### config.mk
export PLATFORM = sky130hd
export DESIGN_NAME = rgbac_blend
export DESIGN_NICKNAME = d
export VERILOG_FILES = /design/src/hdl/rgbac_blend.sv
export SDC_FILE = /design/constraint.sdc
export NUM_CORES = 2
export LEC_CHECK = 0
export BUFFER_PORTS_ARGS = -buffer_cell sky130_fd_sc_hd__buf_2
export CORE_MARGIN = 2
export CORE_UTILIZATION = 55
export CTS_CLUSTER_SIZE = 24
export DETAILED_ROUTE_END_ITERATION = 10
export PLACE_DENSITY_LB_ADDON = 0.25
export SLEW_MARGIN = 10
export SYNTH_ARGS = -nofsm -noshare
export SYNTH_HDL_FRONTEND = slang
export SYNTH_SLANG_ARGS = --single-unit
### constraint.sdc
create_clock -name i_clk -period 11.85 [get_ports i_clk]
set_input_delay 0 -clock i_clk [delete_from_list [all_inputs] [get_ports i_clk]]
set_output_delay 0 -clock i_clk [all_outputs]
set_load 0.005 [all_outputs]
### src/hdl/rgbac_blend.sv
module rgbac_blend #(
    parameter int W = 16
) (
    input  logic            i_clk,
    input  logic            i_en,
    input  logic [W-1:0]    i_col_a [3],
    input  logic [W-1:0]    i_col_b [3],
    input  logic [W-1:0]    i_weight_a,
    input  logic [W-1:0]    i_weight_b,
    output logic [2*W+1:0]  o_dividend [3],
    output logic [W:0]      o_sum
);

    localparam int DW = 2 * W + 2;

    logic [2*W-1:0] r_ma [3];
    logic [2*W-1:0] r_mb [3];
    logic [W:0]     r_sum, r_sum_d;
    logic [DW-1:0]  r_div [3];

    always_ff @(posedge i_clk) begin
        if (i_en) begin
            for (int k = 0; k < 3; k++) begin
                r_ma[k]  <= i_col_a[k] * i_weight_a;
                r_mb[k]  <= i_col_b[k] * i_weight_b;
                // add half the divisor so the divide rounds to nearest
                r_div[k] <= DW'(r_ma[k]) + DW'(r_mb[k]) + DW'(r_sum >> 1);
            end
            r_sum   <= {1'b0, i_weight_a} + {1'b0, i_weight_b};
            r_sum_d <= r_sum;
        end
    end

    assign o_dividend = r_div;
    assign o_sum      = r_sum_d;

endmodule

* Yosys cells after proc, flatten, opt, wreduce, memory -nomap -nowiden *
Memories as Yosys holds them, arrays and structs flattened.
Cells that the tools add are included.
Widths: inputs -> output; s select.

storage, ports and cells
  register bits after elaboration = 136
  RAM bits = 192
  memories = 2

memory list
  memory  words  bits a word  rd ports  clocked after memory_dff  write ports  line  RTL
  r_ma    3      32           3         0                         3            16    logic [2*W-1:0] r_ma [3];
  r_mb    3      32           3         0                         3            17    logic [2*W-1:0] r_mb [3];

operators by class
  multiplexer cells = 2
  add/sub/neg operators = 7
  multiply operators = 6

operators with widths
  operator        number
  $mul 16x16->32  6
  $add 33x16->34  3
  $add 32x32->33  3
  $add 16x16->17  1
  $mux 1          2

* Depth between registers and ports, before layout *
  depth in word-level cells = 2
  gate-level depth with buffers = 25
  mapped depth without buffers = 23

* Worst setup path before layout *
No wires, ideal clock.

  kind = input to register
  start point = input i_weight_a[7]
  end point = memory r_ma[0][63] (netlist name), data pin
  stages = 23
  data arrival time = 5.538 ns
  required time = 11.584 ns
  path buffers = 2
  setup time = 0.266 ns
  path slack = 6.046 ns
  path through = clkbuf_1 clkbuf_1 nand2_1 fa_1 inv_1 fa_1 inv_1 fa_1 inv_1 fa_1 fa_1 inv_1 fa_1 inv_1 ha_1 and3_1 nand4_1 o311ai_2 a21oi_2 o31a_2 o21ai_2 and4_1 nor3_1

RTL lines
  element          line  RTL
  start, declared  8     input logic [W-1:0] i_weight_a,
  end, declared    16

==> impl_metrics.json <==
{
  "max_slew_margin_pct": 26.3,
  "antenna_found_initial": 12,
  "syn_inst": 7087,
  "dr.pass1.iters": 5,
  "multi_input_area_um2": 51500,
  "drc": 0,
  "antenna_left": 0,
  "period_share_pct": 52.4,
  "numCtsBuffers": 38,
  "grtUsageTotal_pct": 29.1,
  "core_area_um2": 122000,
  "hold_viol_final": 2,
  "rsz0062_at_grt": "false",
  "asyncSetResetFlopFracSynth_pct": 0,
  "final_layout_size_suffix_gt1_share_pct": 5.60,
  "h-tree-depth": 2,
  "ys_seq_elements": 328,
  "violations": "negative hold slack",
  "die_h_um": 355,
  "insertion_delay_ns": 0.57,
  "synth_top_area_cell": "fa_1",
  "cap_violations": 0,
  "clkTransAtPathRegs_ns": 0.06,
  "yosysMostFrequentCell": "inv_1",
  "path_class": "in2reg",
  "hold-worst-slack_ns": -0.00826,
  "cts-resized-gates": 0,
  "routed_wl_mm": 177,
  "cp_max_fo": 37,
  "synth_edf_count": 328,
  "dpl.hpwl_mm": 135,
  "clock_sinks": 328,
  "fp.dieW_um": 355,
  "grt_pass1_vias": 52600,
  "yosysWarnings": 0,
  "maxSlewViolCount": 0,
  "fillers": 10700,
  "min_period_ns": 6.22,
  "fp-row-count": 128,
  "fin_worst_skew_ns": 0.0166,
  "synthTopCellsByCount": "inv_1, fa_1, nand2_1",
  "grt_pass1_wl_mm": 287,
  "cts_tree": "built",
  "num_vias": 49100,
  "synthTopCellsByArea": "fa_1, edfxtp_1, ha_1, inv_1, and2_1",
  "syn_nets": 9214,
  "start_util_pct": 55.5,
  "cp.arrival_ns": 6.53,
  "post_synth_num_cell_types": 83,
  "syn_avg_cell_area_um2": 9.56,
  "post-synth-top-area-fraction_pct": 35.9,
  "wl_per_cell_um": 20.1,
  "cts_root_buffer": "clkbuf_16",
  "max_freq_mhz": 161,
  "port_buffers": 248,
  "final_nets": 9243,
  "cts_buffer_depth": 3,
  "status": "finished with violations",
  "syn_to_final_growth_pct": 5.35,
  "min_path_type": "in2reg",
  "drt_iter0_drc": 3429,
  "syn_area_um2": 67800,
  "finalSetupViolations": 0,
  "crit_required_ns": 12.17,
  "crit_path_start_kind": "primary input",
  "viasPerCell": 5.59,
  "ioPinCount": 249,
  "ys_seq_area_share_pct": 14.5,
  "worst_slew_pin_slew_ns": 1.11,
  "cts_hold_buffers": 1,
  "gp_congestion": 0.969,
  "grt_overflow": 0,
  "end_kind": "flop",
  "layout.area.seq_um2": 9850,
  "tns_ns": 0,
  "grt_max_degree": 109,
  "ys.flop_type": "edfxtp_1",
  "die_area_um2": 126000,
  "post_cts_buffers": 0
}
## metal layers
layer | part of all wire (%) | global-route usage [%] | vias to the layer above
met5 | 0.022 | 0 | -
met4 | 3.6 | 9.58 | 6
met3 | 6.4 | 3.57 | 302
met2 | 49 | 49.4 | 1609
met1 | 41 | 38.7 | 25100
li1 | - | - | 22100
## registers in the layout, summed over array words and instances (netlist names)
signal / count
o_dividend: 102
o_sum: 17
r_ma: 96
r_mb: 96
r_sum: 17
## critical path: stages
cell and delay [ns]:
buf_2 0.34, buf_4 0.58, nand2_1 0.17, fa_1 0.57
inv_1 0.06, fa_1 0.55, fa_1 0.43, fa_1 0.47
fa_1 0.50, inv_1 0.05, fa_1 0.47, inv_1 0.08
ha_1 0.36, a21o_1 0.20, a21o_1 0.16, a21oi_1 0.24
nor2_1 0.11, a31o_2 0.22, a21oi_2 0.24, a31oi_1 0.22
a311oi_1 0.38, xnor2_1 0.10
## cells in the final DEF (no fill, tap or decap), types with 40 or more instances in the layout
cell type,n
buf_2,247
ha_1,781
xor2_1,71
nand2_1,947
a21o_1,166
o21ai_0,105
inv_1,1417
o21a_1,40
fa_1,1216
a21oi_1,215
nand3_1,48
nor2_1,135
and2_1,715
edfxtp_1,328
xnor2_1,185
## logic make-up (layout without fill, tap and decap cells)
| kind of cell | count (synthesis) | after routing | synth area share (%) |
|---|---|---|---|
| and+or+nand+nor | 2056 | 2056 | 15.0 |
| AOI/OAI and AO/OA | 740 | 740 | 7.35 |
| other | 0 | 10 | 0 |
| buffers and inverters | 1707 | 1763 | 9.46 |
| xor gates and xnor gates | 256 | 256 | 3.31 |
| DFF | 328 | 328 | 14.5 |
| muxes | 3 | 3 | 0.0462 |
| adders and majority gates | 1997 | 1997 | 50.3 |
## path summary, 6_finish.rpt
kind	from	endpoint	slack, ns	depth (start not counted)
setup / recovery	i_weight_a[10]	r_ma[0][94]	5.63	22
hold / removal	i_en	o_dividend[86]	-0.008	1
setup reg to reg	r_sum[2]	o_dividend[27]	7.27	13
hold reg to reg	r_sum[0]	o_sum[0]	0.41	0
## stage by stage
step | util (%) | std cells | hold WS, ns | setup slack (ns) | instance area [µm²]
after CTS | 58.5 | 8768 | 0.00758 | 5.71 | 71400
after detailed placement | 57.5 | 8700 | 0.391 | 5.09 | 70200
after global placement | 57.5 | 8700 | 0.391 | 5.22 | 70200
after floorplan | - | 7087 | 0.112 | 6.05 | 67800
final | 58.5 | 8778 | -0.00826 | 5.63 | 71400
after global routing | 58.5 | 8774 | 0.0217 | 5.15 | 71400
## cell type report
type | instances | share of cell area [%]
Antenna cell | 10 | 0.0350
Tap cell | 1625 | 2.85
Timing Repair Buffer | 279 | 2.08
Clock inverter | 21 | 0.247
Multi-Input combinational cell | 5052 | 72.1
Inverter | 1417 | 7.45
Sequential cell | 328 | 13.8
Clock buffer | 46 | 1.40
Power is not shown: default switching activity piles up to over one toggle a cycle in this logic, so the estimate is an artifact.
