==> config.mk <==
export PLATFORM = sky130hd
export DESIGN_NAME = rgbac_div
export DESIGN_NICKNAME = d
export VERILOG_FILES = /design/src/hdl/rgbac_div.sv
export SDC_FILE = /design/constraint.sdc
export NUM_CORES = 1
export LEC_CHECK = 0
export ABC_AREA = 1
export BUFFER_PORTS_ARGS = -buffer_cell sky130_fd_sc_hd__clkbuf_2
export CAP_MARGIN = 10
export CORE_ASPECT_RATIO = 1.75
export CORE_MARGIN = 2
export CORE_UTILIZATION = 50
export DETAILED_ROUTE_END_ITERATION = 16
export PLACE_DENSITY = 0.66
export SLEW_MARGIN = 10
export SYNTH_ARGS = -nofsm -noshare
export SYNTH_HDL_FRONTEND = slang
export SYNTH_SLANG_ARGS = --single-unit
==> constraint.sdc <==
create_clock -name i_clk -period 4.6 [get_ports i_clk]
set_input_delay 0.92 -clock i_clk [delete_from_list [all_inputs] [get_ports i_clk]]
set_output_delay 0.92 -clock i_clk [all_outputs]
set_load 0.05 [all_outputs]
==> src/hdl/rgbac_div.sv <==
module rgbac_div #(
    parameter int W = 16
) (
    input  logic           i_clk,
    input  logic           i_en,
    input  logic [2*W+1:0] i_dividend,
    input  logic [W:0]     i_divisor,
    output logic [W-1:0]   o_quotient,
    output logic [W:0]     o_divisor
);

    localparam int DW = 2 * W + 2;

    logic [DW-1:0] r_rem [W];
    logic [W-1:0]  r_q   [W];
    logic [W:0]    r_d   [W];

    // one quotient bit per stage, most significant first
    for (genvar i = 0; i < W; i++) begin : g_stage
        localparam int K = W - 1 - i;
        logic [DW-1:0] rem_in, shifted;
        logic [W-1:0]  q_in, n_q;
        logic [W:0]    d_in;
        logic          ge;

        if (i == 0) begin : g_first
            assign rem_in = i_dividend;
            assign q_in   = '0;
            assign d_in   = i_divisor;
        end else begin : g_next
            assign rem_in = r_rem[i-1];
            assign q_in   = r_q[i-1];
            assign d_in   = r_d[i-1];
        end

        always_comb begin
            shifted = DW'(d_in) << K;
            ge      = rem_in >= shifted;
            n_q     = q_in;
            n_q[K]  = ge;
        end

        always_ff @(posedge i_clk) begin
            if (i_en) begin
                r_rem[i] <= ge ? rem_in - shifted : rem_in;
                r_q[i]   <= n_q;
                r_d[i]   <= d_in;
            end
        end
    end

    assign o_quotient = r_q[W-1];
    assign o_divisor  = r_d[W-1];

endmodule

After elaboration in Yosys (flattened, before gate mapping). Memory sizes are Yosys's and may differ from the RTL's. Index checks and enable logic that the tools add are counted.

Add/sub/neg operators: 16. Order comparisons: 16. Mux-type cells: 18.

Operators with widths (count): 2-to-1 mux 34 bit (16); >= comparator 34 x 17 -> 1 bit (1); >= comparator 34 x 18 -> 1 bit (1); >= comparator 34 x 19 -> 1 bit (1); >= comparator 34 x 20 -> 1 bit (1); >= comparator 34 x 21 -> 1 bit (1); >= comparator 34 x 22 -> 1 bit (1); >= comparator 34 x 23 -> 1 bit (1); >= comparator 34 x 24 -> 1 bit (1); >= comparator 34 x 25 -> 1 bit (1); >= comparator 34 x 26 -> 1 bit (1); >= comparator 34 x 27 -> 1 bit (1); >= comparator 34 x 28 -> 1 bit (1); >= comparator 34 x 29 -> 1 bit (1); >= comparator 34 x 30 -> 1 bit (1); >= comparator 34 x 31 -> 1 bit (1); >= comparator 34 x 32 -> 1 bit (1); subtractor 34 x 17 -> 34 bit (1); subtractor 34 x 18 -> 34 bit (1); subtractor 34 x 19 -> 34 bit (1); subtractor 34 x 20 -> 34 bit (1); subtractor 34 x 21 -> 34 bit (1); subtractor 34 x 22 -> 34 bit (1); subtractor 34 x 23 -> 34 bit (1); 10 further kinds (11).

Flip-flop bits (word level): 0. Bits in writable memories: 1072. Bits of input ports: 53. Output and inout bits: 33. Word-level logic and storage cells: 53. Memories: 3.

Memory list: r_rem (depth 16, width 34, read ports 15, clocked after Yosys merged registers in 0, write ports 16, RTL line 14) `logic [DW-1:0] r_rem [W];`; r_d (depth 16, width 17, read ports 16, clocked after Yosys merged registers in 0, write ports 16, RTL line 16) `logic [W:0] r_d [W];`; r_q (depth 16, width 16, read ports 16, clocked after Yosys merged registers in 0, write ports 16, RTL line 15) `logic [W-1:0] r_q [W];`.

Depth between registers and ports, before layout. An unclocked memory read counts as a cell.

Word-level depth: 3. Gate-level depth with buffers: 16. Depth with buffers taken out: 15.

Least setup slack after synthesis. OpenSTA, ideal clock, no wires.

Kind: in2reg. Start point: input i_divisor[10]. End point: memory r_rem[0][23] (netlist name) (data pin). Library setup time: 252 ps. Data arrival time: 2298 ps. Data required time: 4348 ps. Path slack: 2050 ps. Cell stages on the path: 13. Path buffers: 1. Cell sequence: inv_1 -> ha_1 -> nand2_1 -> inv_2 -> a21oi_2 -> nor2_1 -> nor2_1 -> nand2_1 -> nand2_4 -> nand2_4 -> buf_6 -> nand2_1 -> nand2_1.

RTL lines: start, declared (RTL line 7) `input logic [W:0] i_divisor,`; end, declared (RTL line 14).

==> out/results.tsv <==
metric	value	unit
status	completed	
Final Skew	27.0	ps
proportion of layout cells with a drive suffix above 1	6.17	%
Post-Syn Area	56800	um^2
H-tree levels	3	
yosys warns	0	
clock latency on the worst-skew pair	710	ps
initial drt markers	3164	
# IOs	86	
fin nets	7514	
area leader, netlist	edfxtp_1	
Pwr per Cell Area	552	nW/um^2
max-slew violations	0	
cells on worst reg2reg path	10	
post-CTS setup buffer count	0	
Setup crit start kind	flip-flop	
total CTS buffers	88	
crit path max fanout	30	
core area	113000	um^2
share of the yosys chip area belonging to registers	48.5	%
Hold Fails Final Rpt	0	
largest net degree at the start of global routing	113	
Yosys top cell area share	48.5	%
worst hold path class	in2reg	
number of max-cap violations	0	
Final setup viols	0	
Max Root-Sink Buffers	3	
Die X	259	um
LEAKAGE	0.0290	uW
CP max-delay cell	edfxtp_1	
unrepaired setup endpoints after global routing	no	
Slew HR	35.1	%
Vias/cell	5.27	
Worst EP required	5030	ps
row count	163	
CP cell instances	ha_1 -> nand2_1 -> nor2_1 -> nand3_1 -> nor2_1 -> a21oi_2 -> inv_1 -> nor2_2 -> buf_4 -> a21oi_1	
most frequent cell after synthesis	nand2_1	
Post-synth EDFFs	918	
vias in the first global route	46007	
dpl ws	1450	ps
ANT nets after route	0	
DR pass1 iterations	6	
Placer Congestion	0.980	
Mapped Nets	7363	
number of gates resized after CTS	0	
crit path buf inv count	2	
FF-to-FF Start	r_rem[1][112]	
first-pass GRT wire length	266000	um
most frequent cells after synthesis	nand2_1 (2522), inv_1 (1210), edfxtp_1 (918)	
WL final	177000	um
VDD IR-drop max	0.328	mV
fin crit period	3150	ps
Syn Area/Cell	8.09	um^2
Layout area overhead	9.03	%
Placed Area	59000	um^2
CP Class	reg2reg	
CTS tree	done	
worst setup margin	1450	ps
global-route usage over all layers	30.4	%
synth top area cells	edfxtp_1 (49%), nand2_1 (17%), inv_1 (8.0%)	
Fmax	0.318	GHz
CP Capture Type	flip-flop	
initial antenna violation count	1	
via count	46051	
period utilisation layout	68.5	%
clock sink total	918	
final instance area	61900	um^2
Largest delay share family, worst path	simple AND/OR/NAND/NOR gates	
Clk Tree Root Cell	clkbuf_16	
Post-Route Setup TNS	0	ps
CTS clk-pin slew, worst paths	70	ps
final core occ	54.9	%
Main synth FF type	edfxtp_1	
drt drc	0	
Crit path depth	10	
Wirelength per Cell	20.2	um
port bufs	85	
Worst-Margin Slew	972	ps
CP startpoint	r_rem[1][112]	
Synth Register Bits	918	
critical path arrival	3580	ps
max incr delay on CP	480	ps
Yosys cell types	54	
hold buffer count at cts	0	
Syn Inst Count	7023	
Async S/R FF share, synth	0	%
initial core utilization	50.4	%
die extent in y	450	um
crit-path most repeated cell	nor2_1	
total gr overflow	0	
Hold Crit Depth	1	
Hold Startpoint	i_divisor[12]	
Final HPWL DP	144000	um
die area	116000	um^2
worst paths after layout:
path,endpoint,slack (ps)
hold / removal,r_d[0][12],410
hold reg to reg,r_q[6][14],420
setup / recovery,r_rem[1][165],1450
setup reg to reg,r_rem[1][165],1450
metrics by stage:
stage	total power [uW]	hold WS [ps]	instances
after floorplan	22000	400	7023
after global routing	36500	406	8730
after detailed placement	26600	405	8569
final	34200	413	8731
after global placement	26500	400	8569
after CTS	34300	370	8729
routing by layer:
metal	routed length (um)	part of all wire, %	global-route usage [%]	up-vias
li1	-	-	-	22870
met1	60300	34	29.9	21387
met2	95200	54	58.1	1238
met3	6080	3.4	3.07	556
met4	15000	8.5	22.4	0
met5	0	0	0	-
flip-flops by register name, indices dropped and copies added (netlist names):
| register | count |
|---|---|
| r_d | 272 |
| r_q | 136 |
| r_rem | 510 |
final cells by class:
type | instances | area (um^2)
antenna | 2 | 5.00
sequential | 918 | 27600
multi-input combinational | 4824 | 24100
fill | 10634 | 50800
timing repair buffer | 115 | 811
clock buffer | 100 | 2270
tap | 1485 | 1860
clock inverter | 60 | 673
inverter | 1227 | 4610
layout by cell type (no fill, tap or decap), types with 16 or more instances in the layout:
cell type / count
nand2_1: 2522
xor2_1: 146
o21ai_0: 74
nor2_1: 590
buf_4: 18
nand3_2: 17
clkinv_2: 16
nor2_2: 30
inv_1: 1210
clkbuf_2: 84
nand3_1: 443
nand2_2: 26
nand3b_1: 20
nand4_1: 152
nor3_1: 65
ha_1: 272
a21oi_1: 272
a21oi_2: 63
clkinv_1: 17
edfxtp_1: 918
o21bai_1: 20
clkbuf_16: 89
logic make-up (layout without fill, tap and decap cells):
family / after synthesis / in the layout / share of synthesized area [%]
AO/OA/AOI/OAI: 456 / 456 / 4.70
XOR/XNOR: 161 / 161 / 2.48
adder cells (fa/ha/maj): 287 / 287 / 6.52
buffers and inverters: 1281 / 1502 / 8.97
flip-flops: 918 / 918 / 48.5
other: 0 / 2 / 0
AND/OR/NAND/NOR: 3920 / 3920 / 28.8
power by group:
part           total, uW  internal [uW]  switching, uW
combinational      13800           4400           9360
sequential         12900          11400           1450
clock               7580           4290           3300
total              34200          20100          14100
Note: power is estimated with default switching activity, not from simulation.
