$ cat src/hdl/rgbac_pkg.sv
package rgbac_pkg;

    // factor select codes
    localparam logic [1:0] MODE_ALPHA     = 2'd0;
    localparam logic [1:0] MODE_INV_ALPHA = 2'd1;
    localparam logic [1:0] MODE_ONE       = 2'd2;
    localparam logic [1:0] MODE_ZERO      = 2'd3;

    // register indexes
    localparam logic REG_FACTOR_A = 1'b0;
    localparam logic REG_FACTOR_B = 1'b1;

    localparam logic [1:0] FACTOR_A_RESET = MODE_ONE;
    localparam logic [1:0] FACTOR_B_RESET = MODE_INV_ALPHA;

    localparam int APB_DATA_BITS = 32;
    localparam int APB_ADDR_BITS = 3;

endpackage

$ cat src/hdl/rgbac_weight.sv
module rgbac_weight #(
    parameter int W = 16
) (
    input  logic         i_clk,
    input  logic         i_en,
    input  logic [1:0]   i_mode_a,
    input  logic [1:0]   i_mode_b,
    input  logic [W-1:0] i_alpha_a,
    input  logic [W-1:0] i_alpha_b,
    output logic [W-1:0] o_weight_a,
    output logic [W-1:0] o_weight_b
);

    localparam logic [W-1:0]   ONE  = {W{1'b1}};
    localparam logic [2*W-1:0] HALF = (2*W)'(ONE >> 1);

    function automatic logic [W-1:0] pick(input logic [1:0] mode, input logic [W-1:0] alpha);
        logic [W-1:0] f;
        unique case (mode)
            rgbac_pkg::MODE_ALPHA:     f = alpha;
            rgbac_pkg::MODE_INV_ALPHA: f = ONE - alpha;
            rgbac_pkg::MODE_ONE:       f = ONE;
            rgbac_pkg::MODE_ZERO:      f = '0;
            default:                   f = '0;
        endcase
        return f;
    endfunction

    // x * y / ONE rounded: split p at W bits, fold the high half back, one correction
    function automatic logic [W-1:0] div_one(input logic [2*W-1:0] p);
        logic [W-1:0] q0;
        logic [W:0]   t;
        q0 = p[2*W-1:W];
        t  = {1'b0, p[W-1:0]} + {1'b0, q0};
        return q0 + ((t >= {1'b0, ONE}) ? W'(1) : W'(0));
    endfunction

    logic [2*W-1:0] r_prod_a, r_prod_b;
    logic [W-1:0]   r_weight_a, r_weight_b;

    always_ff @(posedge i_clk) begin
        if (i_en) begin
            r_prod_a   <= i_alpha_a * pick(i_mode_a, i_alpha_b) + HALF;
            r_prod_b   <= i_alpha_b * pick(i_mode_b, i_alpha_a) + HALF;
            r_weight_a <= div_one(r_prod_a);
            r_weight_b <= div_one(r_prod_b);
        end
    end

    assign o_weight_a = r_weight_a;
    assign o_weight_b = r_weight_b;

endmodule

$ cat config.mk
export PLATFORM = sky130hd
export DESIGN_NAME = rgbac_weight
export DESIGN_NICKNAME = d
export VERILOG_FILES = /design/src/hdl/rgbac_pkg.sv /design/src/hdl/rgbac_weight.sv
export SDC_FILE = /design/constraint.sdc
export NUM_CORES = 2
export LEC_CHECK = 0
export ABC_CLOCK_PERIOD_IN_PS = 10700
export BUFFER_PORTS_ARGS = -buffer_cell sky130_fd_sc_hd__buf_2
export CORE_MARGIN = 5
export CORE_UTILIZATION = 55
export CTS_CLUSTER_SIZE = 10
export DETAILED_ROUTE_END_ITERATION = 7
export PLACE_DENSITY = 0.72
export SYNTH_ARGS = -nofsm -noshare
export SYNTH_HDL_FRONTEND = slang
export SYNTH_SLANG_ARGS = --single-unit
$ cat constraint.sdc
create_clock -name i_clk -period 10.7 [get_ports i_clk]
set_input_delay 1.07 -clock i_clk [delete_from_list [all_inputs] [get_ports i_clk]]
set_output_delay 1.07 -clock i_clk [all_outputs]
set_load 0.05 [all_outputs]
== Yosys cells after proc, flatten, opt, wreduce, memory -nomap -nowiden ==
Index checks and enable logic that the tools add are counted.
W data, S select, Z words.

* Output and inout bits: 32
* Flip-flop bits (word level): 96
* Input port bits: 38

* Reductions and logical operators: 2
* Multiply operators: 2
* Multiplexer cells: 6
* $lt $le $gt $ge: 2
* Add/sub/neg operators: 8
* Equality and inequality tests: 6

{| class="wikitable"
|+ Operators with widths
! kind !! count
|-
| $pmux W16 S4 || 2
|-
| $add A32 B15 Y32 const B || 2
|-
| $mul A16 B16 Y32 || 2
|-
| $add A16 B16 Y17 || 2
|-
| $ge A17 B16 Y1 const B || 2
|-
| $add A16 B1 Y16 || 2
|-
| $mux W16 || 2
|-
| $sub A16 B16 Y16 const A || 2
|-
| $eq A2 B2 Y1 const B || 4
|-
| $eq A2 B1 Y1 const B || 2
|-
| $logic_not A2 Y1 || 2
|-
| $mux W1 || 2
|}

== Logic depth before layout (Yosys ltp) ==
* Depth in word-level cells: 5
* Gate-level depth with buffers: 28
* Gate-level depth less buffers: 24

== Least setup slack after synthesis ==
OpenSTA, ideal clock, no wires.

* Kind: in2reg
* Start: input port i_mode_b[0]
* End: register r_prod_b[31] (data pin)
* Stages on the path: 24
* Setup slack: 2882 ps
* Data arrival time: 7554 ps
* Path buffers: 3
* Data required time: 10436 ps
* Cell sequence: clkbuf_1 -> clkbuf_1 -> xnor2_1 -> clkbuf_1 -> nand2_1 -> fa_1 -> fa_1 -> fa_1 -> inv_1 -> fa_1 -> fa_1 -> inv_1 -> fa_1 -> inv_1 -> ha_1 -> nand3_1 -> o31a_1 -> o211ai_1 -> a21oi_1 -> o31ai_2 -> a31oi_1 -> o21ai_2 -> mux2i_1 -> nor2_1

* Cells in the longest elaborated chain, start to end: 5
* Elaborated cells on any way between the ends: 8
* Classes of those cells: add/sub: 1; mul: 1; eq/ne: 3; mux: 2; reduce/logical: 1

{| class="wikitable"
|+ Ends and longest elaborated chain
! what !! RTL line !! text
|-
| start: declaration || rgbac_weight.sv:7 || <nowiki>input logic [1:0] i_mode_b,</nowiki>
|-
| $eq A2 B2 Y1 (tied with other cells) || rgbac_weight.sv:19 || <nowiki>unique case (mode)</nowiki>
|-
| $pmux W16 S4 (*) || rgbac_weight.sv:19 ||
|-
| $mux W16 (*) || rgbac_weight.sv:42 || <nowiki>if (i_en) begin</nowiki>
|-
| $mul A16 B16 Y32 (*) || rgbac_weight.sv:44 || <nowiki>r_prod_b <= i_alpha_b * pick(i_mode_b, i_alpha_a) + HALF;</nowiki>
|-
| $add A32 B15 Y32 (*) || rgbac_weight.sv:44 ||
|-
| end signal: assignment || rgbac_weight.sv:44 ||
|-
| end: declaration || rgbac_weight.sv:38 || <nowiki>logic [2*W-1:0] r_prod_a, r_prod_b;</nowiki>
|}

Every way passes the cells marked *; elsewhere a longest branch is shown, timed or not. The select of a mux whose other input is x is not followed.
A chain may end at the register's enable or synchronous reset.

== Worst setup path after layout ==
* Start: input port i_alpha_a[1]
* End: register r_prod_b[29] (data pin)

* Cells in the longest elaborated chain, start to end: 5

{| class="wikitable"
|+ Ends and longest elaborated chain
! what !! RTL line !! text
|-
| start: declaration || rgbac_weight.sv:8 || <nowiki>input logic [W-1:0] i_alpha_a,</nowiki>
|-
| $sub A16 B16 Y16 || rgbac_weight.sv:21 || <nowiki>rgbac_pkg::MODE_INV_ALPHA: f = ONE - alpha;</nowiki>
|-
| $pmux W16 S4 (*) || rgbac_weight.sv:19 ||
|-
| $mux W16 (*) || rgbac_weight.sv:42 ||
|-
| $mul A16 B16 Y32 (*) || rgbac_weight.sv:44 ||
|-
| $add A32 B15 Y32 (*) || rgbac_weight.sv:44 ||
|}

Marked as above.

==> flow_metrics.tcl <==
set metrics [dict create \
    cp.arrival_ns 8.11 \
    worst-path-buf-inv 4 \
    min-delay-start "r_prod_b[30]" \
    async_flop_share_pct 0 \
    fin_setup_tns_ns 0 \
    dr.pass1.iters 7 \
    ant_nets 0 \
    start_util_pct 55.49 \
    crit_slowest_cell "xnor2_2" \
    hp-class "reg -> reg" \
    syn-cell-area_sq_mm 0.02261 \
    clock_sinks 96 \
    hold_depth 1 \
    r2r_slack_ns 5.77 \
    drv_cap 0 \
    antenna_found_initial 0 \
    grt-ovfl-total 0 \
    synthCells 2440 \
    clk_latency_ns 0.37 \
    max_freq_ghz 0.1257 \
    place_hpwl_mm 41.12 \
    worst_ep_required_time_ns 10.85 \
    min_period_ns 7.957 \
    setup_viol 0 \
    path_delay_family "adder cells" \
    coreArea_sq_mm 0.04074 \
    slowest_delay_ns 0.75 \
    synth-edff-count 96 \
    clockRootBuffer "clkbuf_16" \
    ys_warn_count 0 \
    clk_pin_slew_ns 0.07 \
    grtUsageTotal_pct 23.65 \
    min_period_over_period_pct 74.37 \
    wl_per_cell_um 16.80 \
    finalHoldViolations 0 \
    drc_errors 0 \
    ys.flop_type "edfxtp_1" \
    seqCellArea_sq_mm 0.002883 \
    die-area_sq_mm 0.04526 \
    maxSlewHeadroom_pct 33.10 \
    die_w_um 212.7 \
    ys_ff_latch 96 \
    cp_common_cell "fa_1" \
    cts_tree "yes" \
    rr_worst_depth 17 \
    grt_pass1_wl_mm 86.94 \
    rr_startpoint "r_prod_b[16]" \
    grt_setup_unrepaired "no" \
    syn_avg_cell_area_sq_um 9.265 \
    clockBufferDepth 2 \
    n_fill_cell 3546 \
    ys_types 61 \
    portBuffers 69 \
    clock_skew_ns 0.004175 \
    multiInputGateArea_sq_mm 0.01759 \
    status "completed" \
    die_h_um 212.7 \
    worst_pin_slew_ns 0.9985 \
    h-tree-depth 3 \
    critPathLaunchType "input pin" \
    grt_max_degree 64 \
    wl_mm 50.49 \
    via_per_inst 5.538 \
    grt_pass1_vias 17960 \
    routabilityCongestion 0.9146 \
    crit_chain "buf_2 -> nor2_1 -> xnor2_2 -> nand2_1 -> fa_1 -> fa_1 -> inv_1 -> fa_1 -> fa_1 -> fa_1 -> inv_1 -> fa_1 -> inv_1 -> ha_1 -> a2111oi_0 -> o211ai_1 -> a21oi_1 -> o31ai_2 -> a31oi_1 -> o21ai_2 -> o311ai_0" \
    whs_endpoint "o_weight_b[14]" \
    ys_seq_area_share_pct 12.75 \
    num_antenna_cells 0 \
    cp_max_fo 17 \
    num_rows 74 \
    ios 70 \
    vias 16650 \
    fin_nets 3154 \
    worstReg2RegEnd "o_weight_b[12]" \
    drt_iter0_markers 995 \
    drive_gt1_share_pct 5.538 \
    cts_setup_buffers 0 \
    ctsHoldBuffers 0 \
    cts_resized 0 \
    path_class "in -> reg" \
    cts_inserted_buffers 9 \
    end_kind "flip-flop" \
    area_growth_pct 5.479 \
    syn_nets 3124 \
    slew_violations 0 \
]
[worst max-delay path by stage]
| stage | startpoint | slack (ns) | cells past startpoint | endpoint |
|---|---|---|---|---|
| after detailed placement | i_alpha_a[1] | 2.44 | 21 | r_prod_b[29] |
| final | i_alpha_a[1] | 2.74 | 21 | r_prod_b[29] |
| after global placement | i_alpha_a[1] | 2.79 | 21 | r_prod_b[29] |
| after floorplan | i_mode_b[0] | 2.88 | 24 | r_prod_b[31] |
| after CTS | i_alpha_a[1] | 2.80 | 21 | r_prod_b[29] |
| after global routing | i_alpha_a[1] | 2.21 | 21 | r_prod_b[29] |
[worst register-to-register path: stages (launching register included)]
cell and delay, ns:
edfxtp_1 0.44, ha_1 0.24, fa_1 0.41, a21o_1 0.17, a21oi_1 0.22, o21bai_1 0.12, a2111oi_0 0.53, nor3_1 0.22
a211oi_1 0.37, o21bai_1 0.12, xnor2_1 0.14, o31ai_1 0.38, ha_1 0.31, ha_1 0.27, and3_1 0.26, nor2b_1 0.26
nand2_1 0.10, xnor2_1 0.13
[synthesized netlist by cell type (28+ instances only)]
cell      instances  area (sq um)
inv_1           507          1903
fa_1            418          8368
nand2_1         333          1250
ha_1            228          2853
and2_1          223          1395
xnor2_1          98         858.3
edfxtp_1         96          2883
nor2_1           86         322.8
a21oi_1          77         385.4
clkbuf_1         76         285.3
a21o_1           36         270.3
xor2_1           30         262.8
o21ai_0          29         145.1
nand3_1          28         140.1
[layout make-up]
type                    instances  share of cell area (%)
clock buffers                   9                  0.9445
clock inverters                 6                  0.1574
inverters                     507                   7.981
multi-input cells            1761                   73.76
flip-flops and latches         96                   12.09
well taps                     532                   2.791
repair buffers                 95                   2.277
[cell families after synthesis]
family	after synthesis	share of synthesized area (%)
xor gates and xnor gates	128	4.959
AOI/OAI and AO/OA	235	6.880
muxes	4	0.1771
buffers and inverters	583	9.680
and+or+nand+nor	748	15.92
adders and majority gates	646	49.63
DFF	96	12.75
[cell usage in the layout, fill, tap and decap left out, drive strengths merged, types with 28 or more instances in the layout]
cell,synthesis,routed
nand3,28,28
fa,418,418
ha,228,228
buf,0,95
nand2,333,333
nor2,86,86
and2,223,223
xor2,30,30
edfxtp,96,96
o21ai,33,33
a21oi,80,80
xnor2,98,98
a21o,37,37
inv,507,507
[through the flow]
stage / utilization, % / area, sq um / std cells / setup slack [ns] / hold WS [ns]
4_1_cts: 58.53 / 23850 / 3006 / 2.799 / 0.6189
3_5_place_dp: 57.89 / 23580 / 2991 / 2.436 / 0.6030
3_3_place_gp: 57.89 / 23580 / 2991 / 2.786 / 0.6023
2_1_floorplan: - / 22610 / 2440 / 2.882 / 0.5541
6_report: 58.53 / 23850 / 3006 / 2.743 / 0.6186
5_1_grt: 58.53 / 23850 / 3006 / 2.209 / 0.6408
[state kept, by name, summed over array words and instances (netlist names)]
register	count
o_weight_a	16
r_prod_a	32
o_weight_b	16
r_prod_b	32
[per-layer routing]
layer / part of all wire [%] / vias up / GRT usage (%)
li1: - / 7597 / -
met1: 44 / 8429 / 33.90
met2: 47 / 538 / 38.22
met3: 6.5 / 82 / 3.659
met4: 1.8 / 0 / 6.003
met5: 0 / - / 0
Power is not shown: default switching activity piles up to over one toggle a cycle in this logic, so the estimate is an artifact.
